<file path="config.mk">
export PLATFORM = sky130hd
export DESIGN_NAME = mwia_prep
export DESIGN_NICKNAME = d
export VERILOG_FILES = /design/src/hdl/mwia_pkg.sv /design/src/hdl/mwia_prep.sv
export SDC_FILE = /design/constraint.sdc
export NUM_CORES = 2
export LEC_CHECK = 0
export ABC_AREA = 1
export BUFFER_PORTS_ARGS = -buffer_cell sky130_fd_sc_hd__buf_2
export CAP_MARGIN = 25
export CORE_AREA = 2 2 254 382
export DETAILED_ROUTE_END_ITERATION = 12
export DIE_AREA = 0 0 256 384
export SYNTH_ARGS = -nofsm -noshare
export SYNTH_HDL_FRONTEND = slang
export SYNTH_SLANG_ARGS = --single-unit
</file>
<file path="constraint.sdc">
create_clock -name vclk -period 5.5
set_input_delay 0 -clock vclk [all_inputs]
set_output_delay 0 -clock vclk [all_outputs]
set_load 0.02 [all_outputs]
</file>
<file path="src/hdl/mwia_pkg.sv">
// ----------------------------------------------------------------------------
// mwia_pkg - shared types and codes for the multi-width integer ALU
// Operation codes, result kinds and the side data that rides the pipeline.
// ----------------------------------------------------------------------------
package mwia_pkg;

  localparam int DATA_W = 64;

  typedef enum logic [4:0] {
    OP_ADD   = 5'd0,  OP_SUB  = 5'd1,  OP_MUL  = 5'd2,  OP_UDIV = 5'd3,
    OP_SDIV  = 5'd4,  OP_UREM = 5'd5,  OP_SREM = 5'd6,  OP_SHL  = 5'd7,
    OP_LSHR  = 5'd8,  OP_ASHR = 5'd9,  OP_AND  = 5'd10, OP_OR   = 5'd11,
    OP_XOR   = 5'd12, OP_SEXT = 5'd13, OP_ZEXT = 5'd14, OP_TRUNC = 5'd15,
    OP_EQ    = 5'd16, OP_NE   = 5'd17, OP_UGT  = 5'd18, OP_UGE  = 5'd19,
    OP_ULT   = 5'd20, OP_ULE  = 5'd21, OP_SGT  = 5'd22, OP_SGE  = 5'd23,
    OP_SLE   = 5'd24, OP_SLT  = 5'd25, OP_SELECT = 5'd26
  } op_t;

  typedef enum logic [1:0] {
    ERR_NONE  = 2'd0,
    ERR_DIV0  = 2'd1,
    ERR_OVFL  = 2'd2,
    ERR_SHIFT = 2'd3
  } err_t;

  // where the final value comes from
  typedef enum logic [1:0] {
    KIND_SIMPLE = 2'd0,
    KIND_MUL    = 2'd1,
    KIND_QUO    = 2'd2,
    KIND_REM    = 2'd3
  } kind_t;

  typedef struct packed {
    logic [6:0]        w;      // result width in bits
    err_t              err;
    kind_t             kind;
    logic              neg;    // negate divider result
    logic [DATA_W-1:0] res;    // result of the ops computed at decode
  } side_t;

  typedef struct packed {
    side_t             side;
    logic [DATA_W-1:0] a;      // masked operands for the multiplier
    logic [DATA_W-1:0] b;
    logic [DATA_W-1:0] num;    // divider dividend / divisor magnitudes
    logic [DATA_W-1:0] den;
  } prep_t;

  function automatic logic [6:0] width_of(input logic [2:0] cls);
    logic [6:0] w;
    case (cls)
      3'd0:    w = 7'd1;
      3'd1:    w = 7'd8;
      3'd2:    w = 7'd16;
      3'd3:    w = 7'd32;
      default: w = 7'd64;
    endcase
    return w;
  endfunction

  function automatic logic [DATA_W-1:0] mask_of(input logic [6:0] w);
    return ~({DATA_W{1'b1}} << w);
  endfunction

endpackage

</file>
<file path="src/hdl/mwia_prep.sv">
// ----------------------------------------------------------------------------
// mwia_prep - operand decode and combinational operations
// Masks operands to width, flags errors, computes all ops but mul and divide,
// and sets up magnitudes for the divider.
// ----------------------------------------------------------------------------
module mwia_prep import mwia_pkg::*; #(
  parameter int MAX_WIDTH = 64
) (
  input  logic [4:0]        mode,
  input  logic [2:0]        width_class,
  input  logic [2:0]        source_class,
  input  logic [6:0]        source_bits,
  input  logic [DATA_W-1:0] operand_a,
  input  logic [DATA_W-1:0] operand_b,
  input  logic [DATA_W-1:0] operand_c,
  input  logic              condition,
  output prep_t             prep
);

  localparam logic [6:0] WCAP = 7'(MAX_WIDTH);

  logic [6:0]        w, sw, from, wraw, swraw;
  logic [DATA_W-1:0] m, smask, fmask, a, b, c, sa, sb, fa, fb, src, sx;
  logic [DATA_W-1:0] ua, ub;
  logic              na, nb, shift_bad, div0, ovfl;

  always_comb begin
    wraw  = width_of(width_class);
    swraw = width_of(source_class);
    w     = (wraw > WCAP) ? WCAP : wraw;
    sw    = (swraw > WCAP) ? WCAP : swraw;
    m     = mask_of(w);
    a     = operand_a & m;
    b     = operand_b & m;
    c     = operand_c & m;
    sa    = a | ((w < 7'd64 && a[6'(w - 7'd1)]) ? ~m : '0);
    sb    = b | ((w < 7'd64 && b[6'(w - 7'd1)]) ? ~m : '0);
    fa    = sa ^ {1'b1, {(DATA_W-1){1'b0}}};
    fb    = sb ^ {1'b1, {(DATA_W-1){1'b0}}};
    na    = sa[DATA_W-1];
    nb    = sb[DATA_W-1];
    ua    = na ? (DATA_W'(0) - sa) : sa;
    ub    = nb ? (DATA_W'(0) - sb) : sb;

    smask = mask_of(sw);
    src   = operand_a & smask;
    from  = (source_bits >= 7'd1 && source_bits < sw) ? source_bits : sw;
    fmask = mask_of(from);
    sx    = (src & fmask) | ((from < 7'd64 && src[6'(from - 7'd1)]) ? ~fmask : '0);

    shift_bad = (b >= DATA_W'(w));
    div0      = (b == '0);
    ovfl      = (a == (DATA_W'(1) << (w - 7'd1))) && (b == m);

    prep.a         = a;
    prep.b         = b;
    prep.num       = a;
    prep.den       = b;
    prep.side.w    = w;
    prep.side.err  = ERR_NONE;
    prep.side.kind = KIND_SIMPLE;
    prep.side.neg  = 1'b0;
    prep.side.res  = '0;

    unique case (mode)
      OP_ADD:  prep.side.res = a + b;
      OP_SUB:  prep.side.res = a - b;
      OP_MUL:  prep.side.kind = KIND_MUL;
      OP_UDIV, OP_UREM: begin
        prep.side.kind = (mode == OP_UDIV) ? KIND_QUO : KIND_REM;
        if (div0) prep.side.err = ERR_DIV0;
      end
      OP_SDIV, OP_SREM: begin
        prep.num       = ua;
        prep.den       = ub;
        prep.side.kind = (mode == OP_SDIV) ? KIND_QUO : KIND_REM;
        prep.side.neg  = (mode == OP_SDIV) ? (na ^ nb) : na;
        if (div0)      prep.side.err = ERR_DIV0;
        else if (ovfl) prep.side.err = ERR_OVFL;
      end
      OP_SHL, OP_LSHR, OP_ASHR: begin
        if (shift_bad) prep.side.err = ERR_SHIFT;
        else if (mode == OP_SHL)  prep.side.res = a << b[5:0];
        else if (mode == OP_LSHR) prep.side.res = a >> b[5:0];
        else prep.side.res = DATA_W'($signed(sa) >>> b[5:0]);
      end
      OP_AND:  prep.side.res = a & b;
      OP_OR:   prep.side.res = a | b;
      OP_XOR:  prep.side.res = a ^ b;
      OP_SEXT: prep.side.res = sx;
      OP_ZEXT, OP_TRUNC: prep.side.res = src;
      OP_EQ:   prep.side.res = DATA_W'(a == b);
      OP_NE:   prep.side.res = DATA_W'(a != b);
      OP_UGT:  prep.side.res = DATA_W'(a > b);
      OP_UGE:  prep.side.res = DATA_W'(a >= b);
      OP_ULT:  prep.side.res = DATA_W'(a < b);
      OP_ULE:  prep.side.res = DATA_W'(a <= b);
      OP_SGT:  prep.side.res = DATA_W'(fa > fb);
      OP_SGE:  prep.side.res = DATA_W'(fa >= fb);
      OP_SLE:  prep.side.res = DATA_W'(fa <= fb);
      OP_SLT:  prep.side.res = DATA_W'(fa < fb);
      OP_SELECT: prep.side.res = condition ? b : c;
      default: prep.side.res = '0;
    endcase
  end

endmodule

</file>
==> reports/results.ini, run 1 <==
[placed_design]
dpl_cell_area_um2 = 42800
portBuffers = 541
gp_congestion = 1.30
dp_cells = 9450
dpl.hpwl_mm = 278

[yosys]
ys_warn_count = 0
synthTopCellsByArea = nand2_1 (22%), nand3_1 (14%), inv_1 (9.4%)
ys_types = 70
yosys.area.top_type = nand2_1
synthesis.area_um2 = 37700
synth_cells = 7757
yosysSeqAreaShare_pct = 0
syn_avg_cell_area_um2 = 4.86
synthDominantCellAreaShare_pct = 22.1

[cts]
post-cts-setup-buffers = 0
cts_resized = 0
cts_hold_buf = 0

[global_routing]
grt_pass1_vias = 64400
grtUsageTotal_pct = 76.3
grt_first_pass_wirelength_mm = 546
grt_max_degree = 180
overflow = 988

[floorplan]
start_util_pct = 39.6
die_w_um = 256
die_h_um = 384
fp-row-count = 139
io_pins = 543

[outcome]
stop_stage = 5_1_grt
tool.error = [ERROR GRT-0116] Global routing finished with congestion. Check the congestion regions in the DRC Viewer.
status = stopped before the end

## Yosys cell counts (all sizes together), types with 27 or more instances
master and n:
nand2 2239, nand3 1023, inv 986, nor2 784
o21ai 589, a21oi 556, ha 279, clkbuf 239
buf 199, o211ai 109, nand4 101, xor2 85
nor3 77, or2 56, o22ai 40, a31oi 39
xnor2 36, o221ai 35, a221oi 32, nor4 31
a211oi 30, a2111oi 27, o21a 27
## stage by stage
stage / setup WS, ns / utilization (%)
3_3_place_gp: 0.168 / 45.0
2_1_floorplan: 0.211 / -
3_5_place_dp: 0.272 / 45.0
4_1_cts: 0.223 / 45.0
## per-layer routing
metal	overflow	global-route usage, %
met1	6	75.8
met2	619	96.9
met3	9	54.5
met4	354	82.8
met5	0	16.5
## cells by family after synthesis
group / count (synthesis) / synth area share [%]
xor+xnor: 121 / 2.81
mux: 3 / 0.0796
simple gates: 4334 / 48.8
fa+ha+maj: 281 / 9.36
buf+inv: 1435 / 14.8
compound gates: 1582 / 24.2
other cells: 1 / 0.00994
==> run 2: changes to the inputs <==
--- a/config.mk
+++ b/config.mk
@@ -8,9 +8,10 @@
 export ABC_AREA = 1
 export BUFFER_PORTS_ARGS = -buffer_cell sky130_fd_sc_hd__buf_2
 export CAP_MARGIN = 25
-export CORE_AREA = 2 2 254 382
+export CORE_AREA = 2 2 392 394
 export DETAILED_ROUTE_END_ITERATION = 12
-export DIE_AREA = 0 0 256 384
+export DIE_AREA = 0 0 394 396
+export PLACE_DENSITY_LB_ADDON = 0.15
 export SYNTH_ARGS = -nofsm -noshare
 export SYNTH_HDL_FRONTEND = slang
 export SYNTH_SLANG_ARGS = --single-unit
==> reports/results.ini, run 2 <==
[cts]
cts_hold_buf = 0  ; unchanged

[yosys]
synthesis.area_um2 = 37700  ; unchanged
synthDominantCellAreaShare_pct = 22.1  ; unchanged
synth.most_common_cell = nand2_1  ; unchanged
syn_avg_cell_area_um2 = 4.86  ; unchanged
synth_common_cells = nand2_1 (2,217), nand3_1 (1,021), inv_1 (945), nor2_1 (764), a21oi_1 (555)  ; unchanged
yosysSeqAreaShare_pct = 0  ; unchanged
ys_types = 70  ; unchanged
synthTopCellsByArea = nand2_1 (22%), nand3_1 (14%), inv_1 (9.4%)  ; unchanged
ys_warn_count = 0  ; unchanged
yosys.area.top_type = nand2_1  ; unchanged
synth_cells = 7757  ; unchanged

[setup_path]
cpMaxStageDelayCell = ha_1
start_kind = input port
startpoint = width_class[0]
path_class = input port to primary output
path_max_fanout = 29
cp_slowest_stage_delay_ns = 0.72
critPathArrivalTime_ns = 5.50
critical-path-top-delay-family = buffers and inverters
cp_num_buf_inv = 8
critPathRequiredTime_ns = 5.50
critPathCaptureType = primary output
cp_cell_sequence = buf_2 > nand2_2 > nand2_4 > buf_4 > nand2_1 > clkinvlp_4 > ha_1 > inv_1 > a21oi_1 > o21ai_0 > a21boi_0 > o21ai_0 > o21bai_1 > nand2_1 > o21ai_0 > buf_4 > xor2_1 > o21ai_0 > buf_4 > nor2_1 > buf_4 > nand3_1 > buf_2

[worst_hold_path]
hold_class = input port to primary output
hp-start = operand_b[20]

[cells_and_area]
final_cell_area_um2 = 46200
seq_cells = 0
most-common-layout-cells = nand2_1 (2,212), nand3_1 (1,021), inv_1 (939)
seq_area_um2 = 0
fillers = 18400
synthToLayoutAreaGrowth_pct = 22.4
layout.cells.non_filler = 10500
final_common_cell = nand2_1
drive_gt1_share_pct = 15.6
final_nets = 8945
clock_buffers = 0

[sta]
setup_viol = 0
fin_hold_ws_ns = 0.436
slew_violations = 0
fmaxAchievable_mhz = 182
grt_setup_unrepaired = no
min_period_ns = 5.50
tightest_slew_ns = 1.43
slew_headroom_pct = 4.75
fin_crit_sh_pct = 99.9
fin_setup_tns_ns = 0
hold_viol = 0

[placed_design]
portBuffers = 541  ; unchanged
dp_cells = 10500  ; was 9,450
dpl_cell_area_um2 = 46000  ; was 42,800 um^2
gp_congestion = 1.16  ; was 1.30
dpl.hpwl_mm = 337  ; was 278 mm

[drt]
drc = 0
drt-total-wl_mm = 399
drt_iter0_drc = 10900
postRouteAntennaNets = 0
drtPass1Iterations = 8
vias = 63300
viasPerCell = 6.03
wl_per_cell_um = 38.0

[global_routing]
antenna_found_initial = 61
grt_max_degree = 137
grtUsageTotal_pct = 48.5
overflow = 0
grt_first_pass_wirelength_mm = 520
grt_pass1_vias = 56600

[floorplan]
start_util_pct = 24.9  ; was 39.6%
io_pins = 543  ; unchanged
fp-row-count = 143  ; was 139
die_h_um = 396  ; was 384 um
die_area_um2 = 156000
coreArea_um2 = 152000
die_w_um = 394  ; was 256 um

[power]
power.density_nw_per_um2 = 163
irDropWorstVdd_mv = 0.183
total_leakage_power_nw = 25.2
total_power_mw = 7.51

[job]
cap_violations = 0

[outcome]
status = completed  ; was stopped before the end

[run 2: cell counts after synthesis]
No cell type changed its count.
[run 2: worst paths after layout]
kind	depth (start not counted)	endpoint	slack, ns
setup / recovery	23	prep[301]	0.004
hold / removal	4	prep[148]	0.44
[run 2: area by class of cell]
class	count	area, um^2	share of cell area, %
Timing Repair Buffer	1131	7490	16.2
Antenna cell	22	55.1	0.119
Inverter	997	3760	8.15
Tap cell	2030	2540	5.50
Multi-Input combinational cell	6323	32300	70.0
[run 2: cells by family after synthesis]
| kind of cell | count (synthesis) | synth area share, % |
|---|---|---|
| xor gates and xnor gates | 121 | 2.81 |
| buffers and inverters | 1435 | 14.8 |
| adders and majority gates | 281 | 9.36 |
| other | 1 | 0.00994 |
| muxes | 3 | 0.0796 |
| AOI/OAI and AO/OA | 1582 | 24.2 |
| and+or+nand+nor | 4334 | 48.8 |
[run 2: worst min-delay path, cell delays in order]
cell and delay [ns]:
buf_2 0.12, inv_1 0.05, nor2_1 0.09, buf_2 0.17
[run 2: timing repair]
item | in CTS | in global routing
buffers inserted | 0 | 4
resized for setup | 0 | 19
setup endpoints to repair | 0 | 13
hold endpoints to repair | 0 | 0
[run 2: metrics by stage]
step	setup WS, ns	utilization [%]
3_5_place_dp	0.0993	30.3
4_1_cts	0.0841	30.3
2_1_floorplan	0.211	-
3_3_place_gp	0.114	30.3
5_1_grt	0.0359	30.4
6_report	0.00392	30.5
[run 2: routing by layer]
metal / up-vias / wire length [um] / share of wire, % / track usage, %
met1: 30500 / 166000 / 42 / 65.1
met4: 34 / 29100 / 7.3 / 28.9
met5: - / 210 / 0.053 / 0.0308
met2: 4898 / 145000 / 36 / 62.7
met3: 812 / 58500 / 15 / 20.5
li1: 27100 / - / - / -
[run 2: report_power, final]
part | switching, mW | internal, mW
clock | 0 | 0.0000000709
sequential | 0 | 0
combinational | 5.63 | 1.88
total | 5.63 | 1.88
No activity file was read; power rests on OpenSTA's default activity.
