[src/hdl/mwia_div_step.sv]
// ----------------------------------------------------------------------------
// mwia_div_step - one restoring divide step
// Shifts one dividend bit into the partial remainder, subtracts if it fits.
// ----------------------------------------------------------------------------
module mwia_div_step #(
  parameter int DW = 64
) (
  input  logic [DW-1:0] rem_in,
  input  logic [DW-1:0] num_in,
  input  logic [DW-1:0] den,
  output logic [DW-1:0] rem_out,
  output logic [DW-1:0] num_out
);

  logic [DW:0]   shifted;
  logic [DW+1:0] diff;
  logic          fits;

  always_comb begin
    shifted = {rem_in, num_in[DW-1]};
    diff    = {1'b0, shifted} - {2'b00, den};
    fits    = ~diff[DW+1];
    rem_out = fits ? diff[DW-1:0] : shifted[DW-1:0];
    // quotient bits collect in the vacated low end of the dividend
    num_out = {num_in[DW-2:0], fits};
  end

endmodule

[config.mk]
export PLATFORM = sky130hd
export DESIGN_NAME = mwia_div_step
export DESIGN_NICKNAME = d
export VERILOG_FILES = /design/src/hdl/mwia_div_step.sv
export SDC_FILE = /design/constraint.sdc
export NUM_CORES = 1
export LEC_CHECK = 0
export ABC_AREA = 1
export BUFFER_PORTS_ARGS = -buffer_cell sky130_fd_sc_hd__buf_4
export CAP_MARGIN = 20
export CORE_ASPECT_RATIO = 0.5
export CORE_MARGIN = 1
export CORE_UTILIZATION = 39
export DETAILED_ROUTE_END_ITERATION = 8
export PLACE_DENSITY = 0.74
export REMOVE_ABC_BUFFERS = 1
export SLEW_MARGIN = 20
export SYNTH_ARGS = -nofsm -noshare
export SYNTH_HDL_FRONTEND = slang
export SYNTH_SLANG_ARGS = --single-unit
export TNS_END_PERCENT = 100
[constraint.sdc]
create_clock -name vclk -period 4.2
set_clock_uncertainty 0.1 [all_clocks]
set_input_delay 0.21 -clock vclk [all_inputs]
set_output_delay 0.21 -clock vclk [all_outputs]
set_load 0.005 [all_outputs]
======== Word-level counts from Yosys, hierarchy flattened ========
Index checks and enable logic that the tools add are counted.
storage, ports and cells
  output and inout port bits .............. 128
  logic and storage cells ................. 3
  bits of input ports ..................... 192
  flip-flop bits (word level) ............. 0
operators by class
  bitwise operators ....................... 1
  $add $sub $neg .......................... 1
  multiplexer cells ....................... 1
operator list
  cell            number
  $sub 65x64->66  1
  $mux 64         1
  $not 1->1       1

======== Logic depth before layout (Yosys ltp) ========
Gate-level depths: netlist of run 1.
  word-level depth ........................ 2
  mapped depth ............................ 19
  gate-level depth less buffers ........... 17

======== Worst setup path before layout of run 1 ========
OpenSTA, ideal clock, no wires.
  kind .................................... input to output
  start point ............................. input den[56]
  end point ............................... output rem_out[10]
  buffers on the path ..................... 1
  path slack .............................. 2.072 ns
  arrival time ............................ 1.818 ns
  stages on the path ...................... 12
  data required time ...................... 3.890 ns
  cells stage by stage .................... inv_1 ha_1 nand2_1 inv_2 a21oi_1 inv_1 o21ai_1 nand3_1 nor2_4 clkbuf_1 nand3_1 nand2_1
between the ends
  cells in the longest elaborated chain, start to end .. 2
RTL lines
  what                line  source
  start: declaration  10    input logic [DW-1:0] den,
  $sub 65x64->66      21    diff = {1'b0, shifted} - {2'b00, den};
  $mux 64             23    rem_out = fits ? diff[DW-1:0] : shifted[DW-1:0];
  end: declaration    11    output logic [DW-1:0] rem_out,
No other way between the ends.

======== Final worst setup path of run 1 ========
  start point ............................. input rem_in[5]
  end point ............................... output rem_out[0]
between the ends
  cells in the longest elaborated chain, start to end .. 2
RTL lines
  what                line  source
  start: declaration  8     input logic [DW-1:0] rem_in,
  $sub 65x64->66      21
  $mux 64             23
No other way between the ends.

==> results of run 1 <==
final timing paths:
path / from / endpoint / slack [ns] / depth (start not counted)
max: rem_in[5] / rem_out[0] / 1.06 / 18
min: num_in[61] / num_out[62] / 0.32 / 0
final cells by class:
cell class	instances	area (um2)	share of cell area, %
multi-input combinational	1152	5568	63.18
tap	259	324.1	3.677
timing repair buffer	197	1479	16.78
inverter	384	1441	16.36
power by group through the flow:
| stage | combinational [W] | sequential, W | clock, W |
|---|---|---|---|
| 2_1_floorplan | 0.000771 | 0 | 0 |
| 3_3_place_gp | 0.00130 | 0 | 0 |
| 3_5_place_dp | 0.00130 | 0 | 0 |
| 4_1_cts | 0.00131 | 0 | 0 |
| 5_1_grt | 0.00147 | 0 | 0 |
| 6_report | 0.00131 | 0 | 0 |
worst max-delay path: stages:
cell and delay (ns):
buf_4 0.12, ha_1 0.36, nand2_1 0.07, nand2_1 0.13
nand2_1 0.06, nand2_1 0.12, inv_2 0.05, nand3_2 0.12
nand2_1 0.08, nand2_2 0.12, nand2_1 0.09, nand2_2 0.09
nand2_4 0.06, nand2_4 0.47, buf_4 0.36, nand2_1 0.07
o21ai_0 0.08, buf_4 0.15
per-layer routing:
layer	up-vias	track usage, %
met5	-	13.33
met2	403	46.82
li1	4976	-
met4	6	1.644
met1	4080	41.85
met3	14	17.23
stage by stage:
| stage | total power, W | worst slack, ns |
|---|---|---|
| finish | 0.001312 | 1.059 |
| CTS | 0.001305 | 1.075 |
| floorplan | 0.0007706 | 1.127 |
| detailed placement | 0.001301 | 1.075 |
| global placement | 0.001300 | 1.092 |
| global route | 0.001472 | 0.7947 |
cell usage after synthesis (all sizes together):
| library cell | count | area [um2] |
|---|---|---|
| inv | 383 | 1438 |
| xnor2 | 1 | 8.760 |
| nor4 | 6 | 52.55 |
| nor3 | 10 | 55.05 |
| a21oi | 45 | 232.7 |
| clkinv | 1 | 3.750 |
| buf | 77 | 589.3 |
| nand2 | 695 | 2634 |
| fa | 1 | 20.02 |
| xor2 | 30 | 262.8 |
| and2 | 3 | 18.77 |
| nand4 | 16 | 106.4 |
| nand3 | 147 | 790.8 |
| ha | 64 | 800.8 |
| o21ai | 5 | 25.02 |
| nand3b | 8 | 60.06 |
| nor2 | 118 | 480.5 |
| o21bai | 1 | 7.510 |
| and3 | 2 | 12.51 |
| clkbuf | 7 | 26.28 |
cell usage in the layout (no fill, tap or decap), drive strengths merged:
master  instances
o21bai          1
nor4            6
xnor2           1
inv           383
o21ai           5
nand2         695
clkinv          1
and2            3
a21oi          45
nor2          118
xor2           30
fa              1
buf           197
nand4          16
nor3           10
and3            2
nand3         147
ha             64
nand3b          8
logic make-up (layout without fill, tap and decap cells):
logic type,after synthesis,count (layout)
compound gates,51,51
xor+xnor,31,31
fa+ha+maj,65,65
buf+inv,468,581
simple gates,1005,1005
==> results.sh, run 1 <==
export IMPL_ctsResizeCount=0
export IMPL_grt_setup_unrepaired="no"
export IMPL_clock_buffers=0
export IMPL_synthCells=1620
export IMPL_critical_path_class="in -> out"
export IMPL_design_area_um2=8812
export IMPL_synth_cell_types=35
export IMPL_avgSynthCellArea_um2=4.707
export IMPL_antenna_found_initial=0
export IMPL_top_layer_used="met5"
export IMPL_syn_cell_area_um2=7625
export IMPL_synth_yosys_seq_area_share_pct=0
export IMPL_core_area_um2=18790
export IMPL_wl_um=32310
export IMPL_die_area_um2=20150
export IMPL_critical_path_max_fanout=47
export IMPL_synth_xor_xnor_area_share_pct=3.561
export IMPL_die_height_um=100.9
export IMPL_drt_met1_wl_um=14920
export IMPL_route_detailed_drc=0
export IMPL_nets=1992
export IMPL_layout_area_overhead_vs_synth_pct=15.57
export IMPL_vdd_ir_drop_max_v=0.00005821
export IMPL_main_combinational_cell_family_by_area_after_synthesis="simple AND/OR/NAND/NOR gates"
export IMPL_post_route_min_period_ns=3.141
export IMPL_count_of_buffers_from_port_buffering=194
export IMPL_total_instance_count_after_detailed_placement=1992
export IMPL_detailed_place_hpwl_um=28060
export IMPL_critical_path_required_ns=3.89
export IMPL_leakagePower_nw=6.011
export IMPL_post_route_util_pct=46.91
export IMPL_seq_cell_count=0
export IMPL_effective_utilization_at_floorplan_pct=40.59
export IMPL_grt_pass1_wl_um=48590
export IMPL_intPower_w=0.0005414
export IMPL_die_w_um=199.7
export IMPL_io_pin_count=320
export IMPL_grt_max_degree=64
export IMPL_max_slew_margin_rel_pct=48.54
export IMPL_instances_no_fill=1992
export IMPL_yosysWarnings=0
export IMPL_vias_per_cell=4.759
export IMPL_power_frac_seq_pct=0
export IMPL_slew_violations=0
export IMPL_clock_fmax_ghz=0.3184
export IMPL_setup_violations_final=0
export IMPL_totalNegativeSetupSlack_ns=0
export IMPL_antenna_cells_inserted=0
export IMPL_cellPowerDensity_nw_per_um2=148.9
export IMPL_route_detailed_wl_per_inst_um=16.22
export IMPL_wl_met2_um=12180
export IMPL_finalWeightedCongestion=0.9561
export IMPL_run_status="complete, no violations"
export IMPL_muxShareOfSynthArea_pct=0
export IMPL_antenna_violating_nets_post_route=0
export IMPL_part_of_the_total_power_dissipated_in_the_clock_network_pct=0
export IMPL_fraction_of_layout_instances_using_a_drive_strength_above_1_pct=13.79
export IMPL_number_of_buffers_inserted_to_repair_setup_after_cts=0
export IMPL_initialDrtViolationCount=645
export IMPL_detailroute_via_count=9479
export IMPL_cts_hold_buffers_added=0
export IMPL_power_switching_share_pct=58.74
export IMPL_hold_viol=0
export IMPL_worst_setup_path_start_kind="primary input"
export IMPL_hold_path_class="in -> out"
export IMPL_critPathCaptureType="output pin"
export IMPL_n_fill_cell=2183
export IMPL_maximum_capacitance_violations=0
export IMPL_num_rows=35
export IMPL_drt_pass1_iterations=5
export IMPL_p_switching_w=0.0007707
export IMPL_grt_total_usage_pct=32.09
export IMPL_cp_data_arrival_time_ns=2.83
export IMPL_synthSimpleGateAreaFrac_pct=55.22
export IMPL_adder_cell_area_share_of_the_yosys_netlist_pct=10.76
export IMPL_met3_length_um=4729
export IMPL_place_area_um2=8812
export IMPL_gr_total_overflow=0
export IMPL_synth_compound_area_share_pct=3.479
export IMPL_comb_power_share_pct=100.0
export IMPL_worst_slew_pin_transition_ns=0.7718
export IMPL_fin_crit_sh_pct=74.79
export IMPL_fin_hold_ws_ns=0.3200
export IMPL_sequential_cell_area_um2=0
export IMPL_grt_pass1_vias=8392
Note: power is estimated with default switching activity, not from simulation.
==> run 2: changes to the inputs <==
--- a/config.mk
+++ b/config.mk
@@ -12,7 +12,7 @@
 export CORE_MARGIN = 1
 export CORE_UTILIZATION = 39
 export DETAILED_ROUTE_END_ITERATION = 8
-export PLACE_DENSITY = 0.74
+export PLACE_DENSITY = 0.77
 export REMOVE_ABC_BUFFERS = 1
 export SLEW_MARGIN = 20
 export SYNTH_ARGS = -nofsm -noshare
==> constraint.sdc (replaced) <==
create_clock -name vclk -period 2.73
set_clock_uncertainty 0.1 [all_clocks]
set_input_delay 0.1365 -clock vclk [all_inputs]
set_output_delay 0.1365 -clock vclk [all_outputs]
set_load 0.005 [all_outputs]
==> run 2 against run 1 <==
Effect of this change: largest cell class unchanged; global-route usage is 0.18 points higher; combinational power grew 60%; critical endpoint is now rem_out[55]; utilization rose by 1.6 points; critical path type unchanged; clock-buffer cell count did not move.
==> results.sh, run 2 (synthesis gave the netlist of run 1 again) <==
export IMPL_seq_cell_count=0
export IMPL_fin_crit_sh_pct=93.41
export IMPL_critical_path_cell_chain="buf_4, ha_1, nand2_1, nor2_1, nand2_1, clkinv_1, nand2_1, nand2_2, nand2_1, nand2_2, nand2_4, nand2_4, buf_4, nand3_2, nand2_1, buf_4"
export IMPL_grt_setup_unrepaired="no"
export IMPL_max_stage_delay_ns=0.41
export IMPL_io_pin_count=320
export IMPL_min_to="num_out[34]"
export IMPL_worstHoldStart="num_in[33]"
export IMPL_hold_path_class="in -> out"
export IMPL_route_detailed_drc=0
export IMPL_cp_data_arrival_time_ns=2.31
export IMPL_hold_depth=0
export IMPL_antenna_cells_inserted=0
export IMPL_antenna_found_initial=0
export IMPL_clock_fmax_ghz=0.3921
export IMPL_vias_per_cell=4.822
export IMPL_totalNegativeSetupSlack_ns=0
export IMPL_run_status="complete, no violations"
export IMPL_gr_total_overflow=0
export IMPL_worst_path_buf_inv=4
export IMPL_grt_pass1_vias=8486
export IMPL_nets=2019
export IMPL_number_of_buffers_inserted_to_repair_setup_after_cts=0
export IMPL_sequential_cell_area_um2=0
export IMPL_mostFrequentLayoutCells="685 x nand2_1, 374 x inv_1, 218 x buf_4"
export IMPL_final_critical_path_setup_slack_ns=0.1799
export IMPL_effective_utilization_at_floorplan_pct=40.59
export IMPL_finalWeightedCongestion=0.9921
export IMPL_slew_violations=0
export IMPL_die_w_um=199.7
export IMPL_route_detailed_wl_per_inst_um=16.30
export IMPL_critical_path_max_fanout=9
export IMPL_die_height_um=100.9
export IMPL_vdd_ir_drop_max_v=0.00007041
export IMPL_worst_slew_pin_transition_ns=0.3618
export IMPL_antenna_violating_nets_post_route=0
export IMPL_critical_path_top_delay_family="simple AND/OR/NAND/NOR gates"
export IMPL_count_of_buffers_from_port_buffering=194
export IMPL_clock_buffers=0
export IMPL_grt_max_degree=42
export IMPL_initialDrtViolationCount=878
export IMPL_grt_pass1_wl_um=48690
export IMPL_core_area_um2=18790
export IMPL_detailed_place_hpwl_um=29260
export IMPL_maximum_capacitance_violations=0
export IMPL_die_area_um2=20150
export IMPL_cellPowerDensity_nw_per_um2=230.6
export IMPL_cts_hold_buffers_added=0
export IMPL_drt_pass1_iterations=6
export IMPL_critPathCaptureType="output pin"
export IMPL_leakagePower_nw=6.177
export IMPL_worst_setup_path_start_kind="primary input"
export IMPL_post_route_min_period_ns=2.550
export IMPL_critical_path_slowest_cell="ha_1"
export IMPL_layout_cells_most_common="nand2_1"
export IMPL_layout_area_overhead_vs_synth_pct=19.41
export IMPL_cp_common_cell="nand2_1"
export IMPL_fraction_of_layout_instances_using_a_drive_strength_above_1_pct=15.51
export IMPL_wl_um=32920
export IMPL_critical_path_required_ns=2.49
export IMPL_critical_path_class="in -> out"
export IMPL_hold_viol=0
export IMPL_placement_stage_worst_setup_slack_ns=0.06348
export IMPL_max_slew_margin_rel_pct=75.79
export IMPL_num_rows=35
export IMPL_ctsResizeCount=0
export IMPL_detailroute_via_count=9736
export IMPL_grt_total_usage_pct=32.27
export IMPL_startpoint="rem_in[14]"
export IMPL_setup_violations_final=0
-- run 2: worst max-delay path by stage --
stage | end | slack [ns] | cells past startpoint
3_3_place_gp | rem_out[60] | 0.05 | 19
2_1_floorplan | rem_out[0] | -0.20 | 11
4_1_cts | rem_out[60] | 0.06 | 19
3_5_place_dp | rem_out[60] | 0.06 | 19
5_1_grt | rem_out[63] | 0.0005 | 17
6_report | rem_out[55] | 0.18 | 16
-- run 2: cell type report --
cell class / instances / area, um2
fill: 2154 / 9682
inverter: 384 / 1441
multi-input combinational: 1152 / 5600
tap: 259 / 324.1
timing repair buffer: 224 / 1739
-- run 2: where the power goes --
group          switching [W]  total [W]  leakage (nW)  internal [W]
sequential                 0          0             0             0
combinational        0.00121    0.00210          6.18      0.000888
clock                      0          0             0             0
-- run 2: routing by layer --
metal | routed length, um | up-vias | track usage [%]
li1 | - | 5031 | -
met1 | 15240 | 4183 | 44.33
met2 | 12580 | 486 | 47.41
met3 | 4497 | 28 | 13.25
met4 | 328 | 8 | 2.349
met5 | 266 | - | 9.877
-- run 2: through the flow --
| stage | util (%) | hold slack [ns] | instance area, um2 | cells | total power (W) |
|---|---|---|---|---|---|
| floorplan | - | 0.1730 | 7009 | 1536 | 0.001186 |
| global placement | 48.25 | 0.1730 | 9065 | 2019 | 0.002061 |
| detailed placement | 48.25 | 0.1730 | 9065 | 2019 | 0.002069 |
| CTS | 48.25 | 0.1730 | 9065 | 2019 | 0.002076 |
| global route | 48.46 | 0.1730 | 9105 | 2019 | 0.002340 |
| finish | 48.46 | 0.1730 | 9105 | 2019 | 0.002100 |
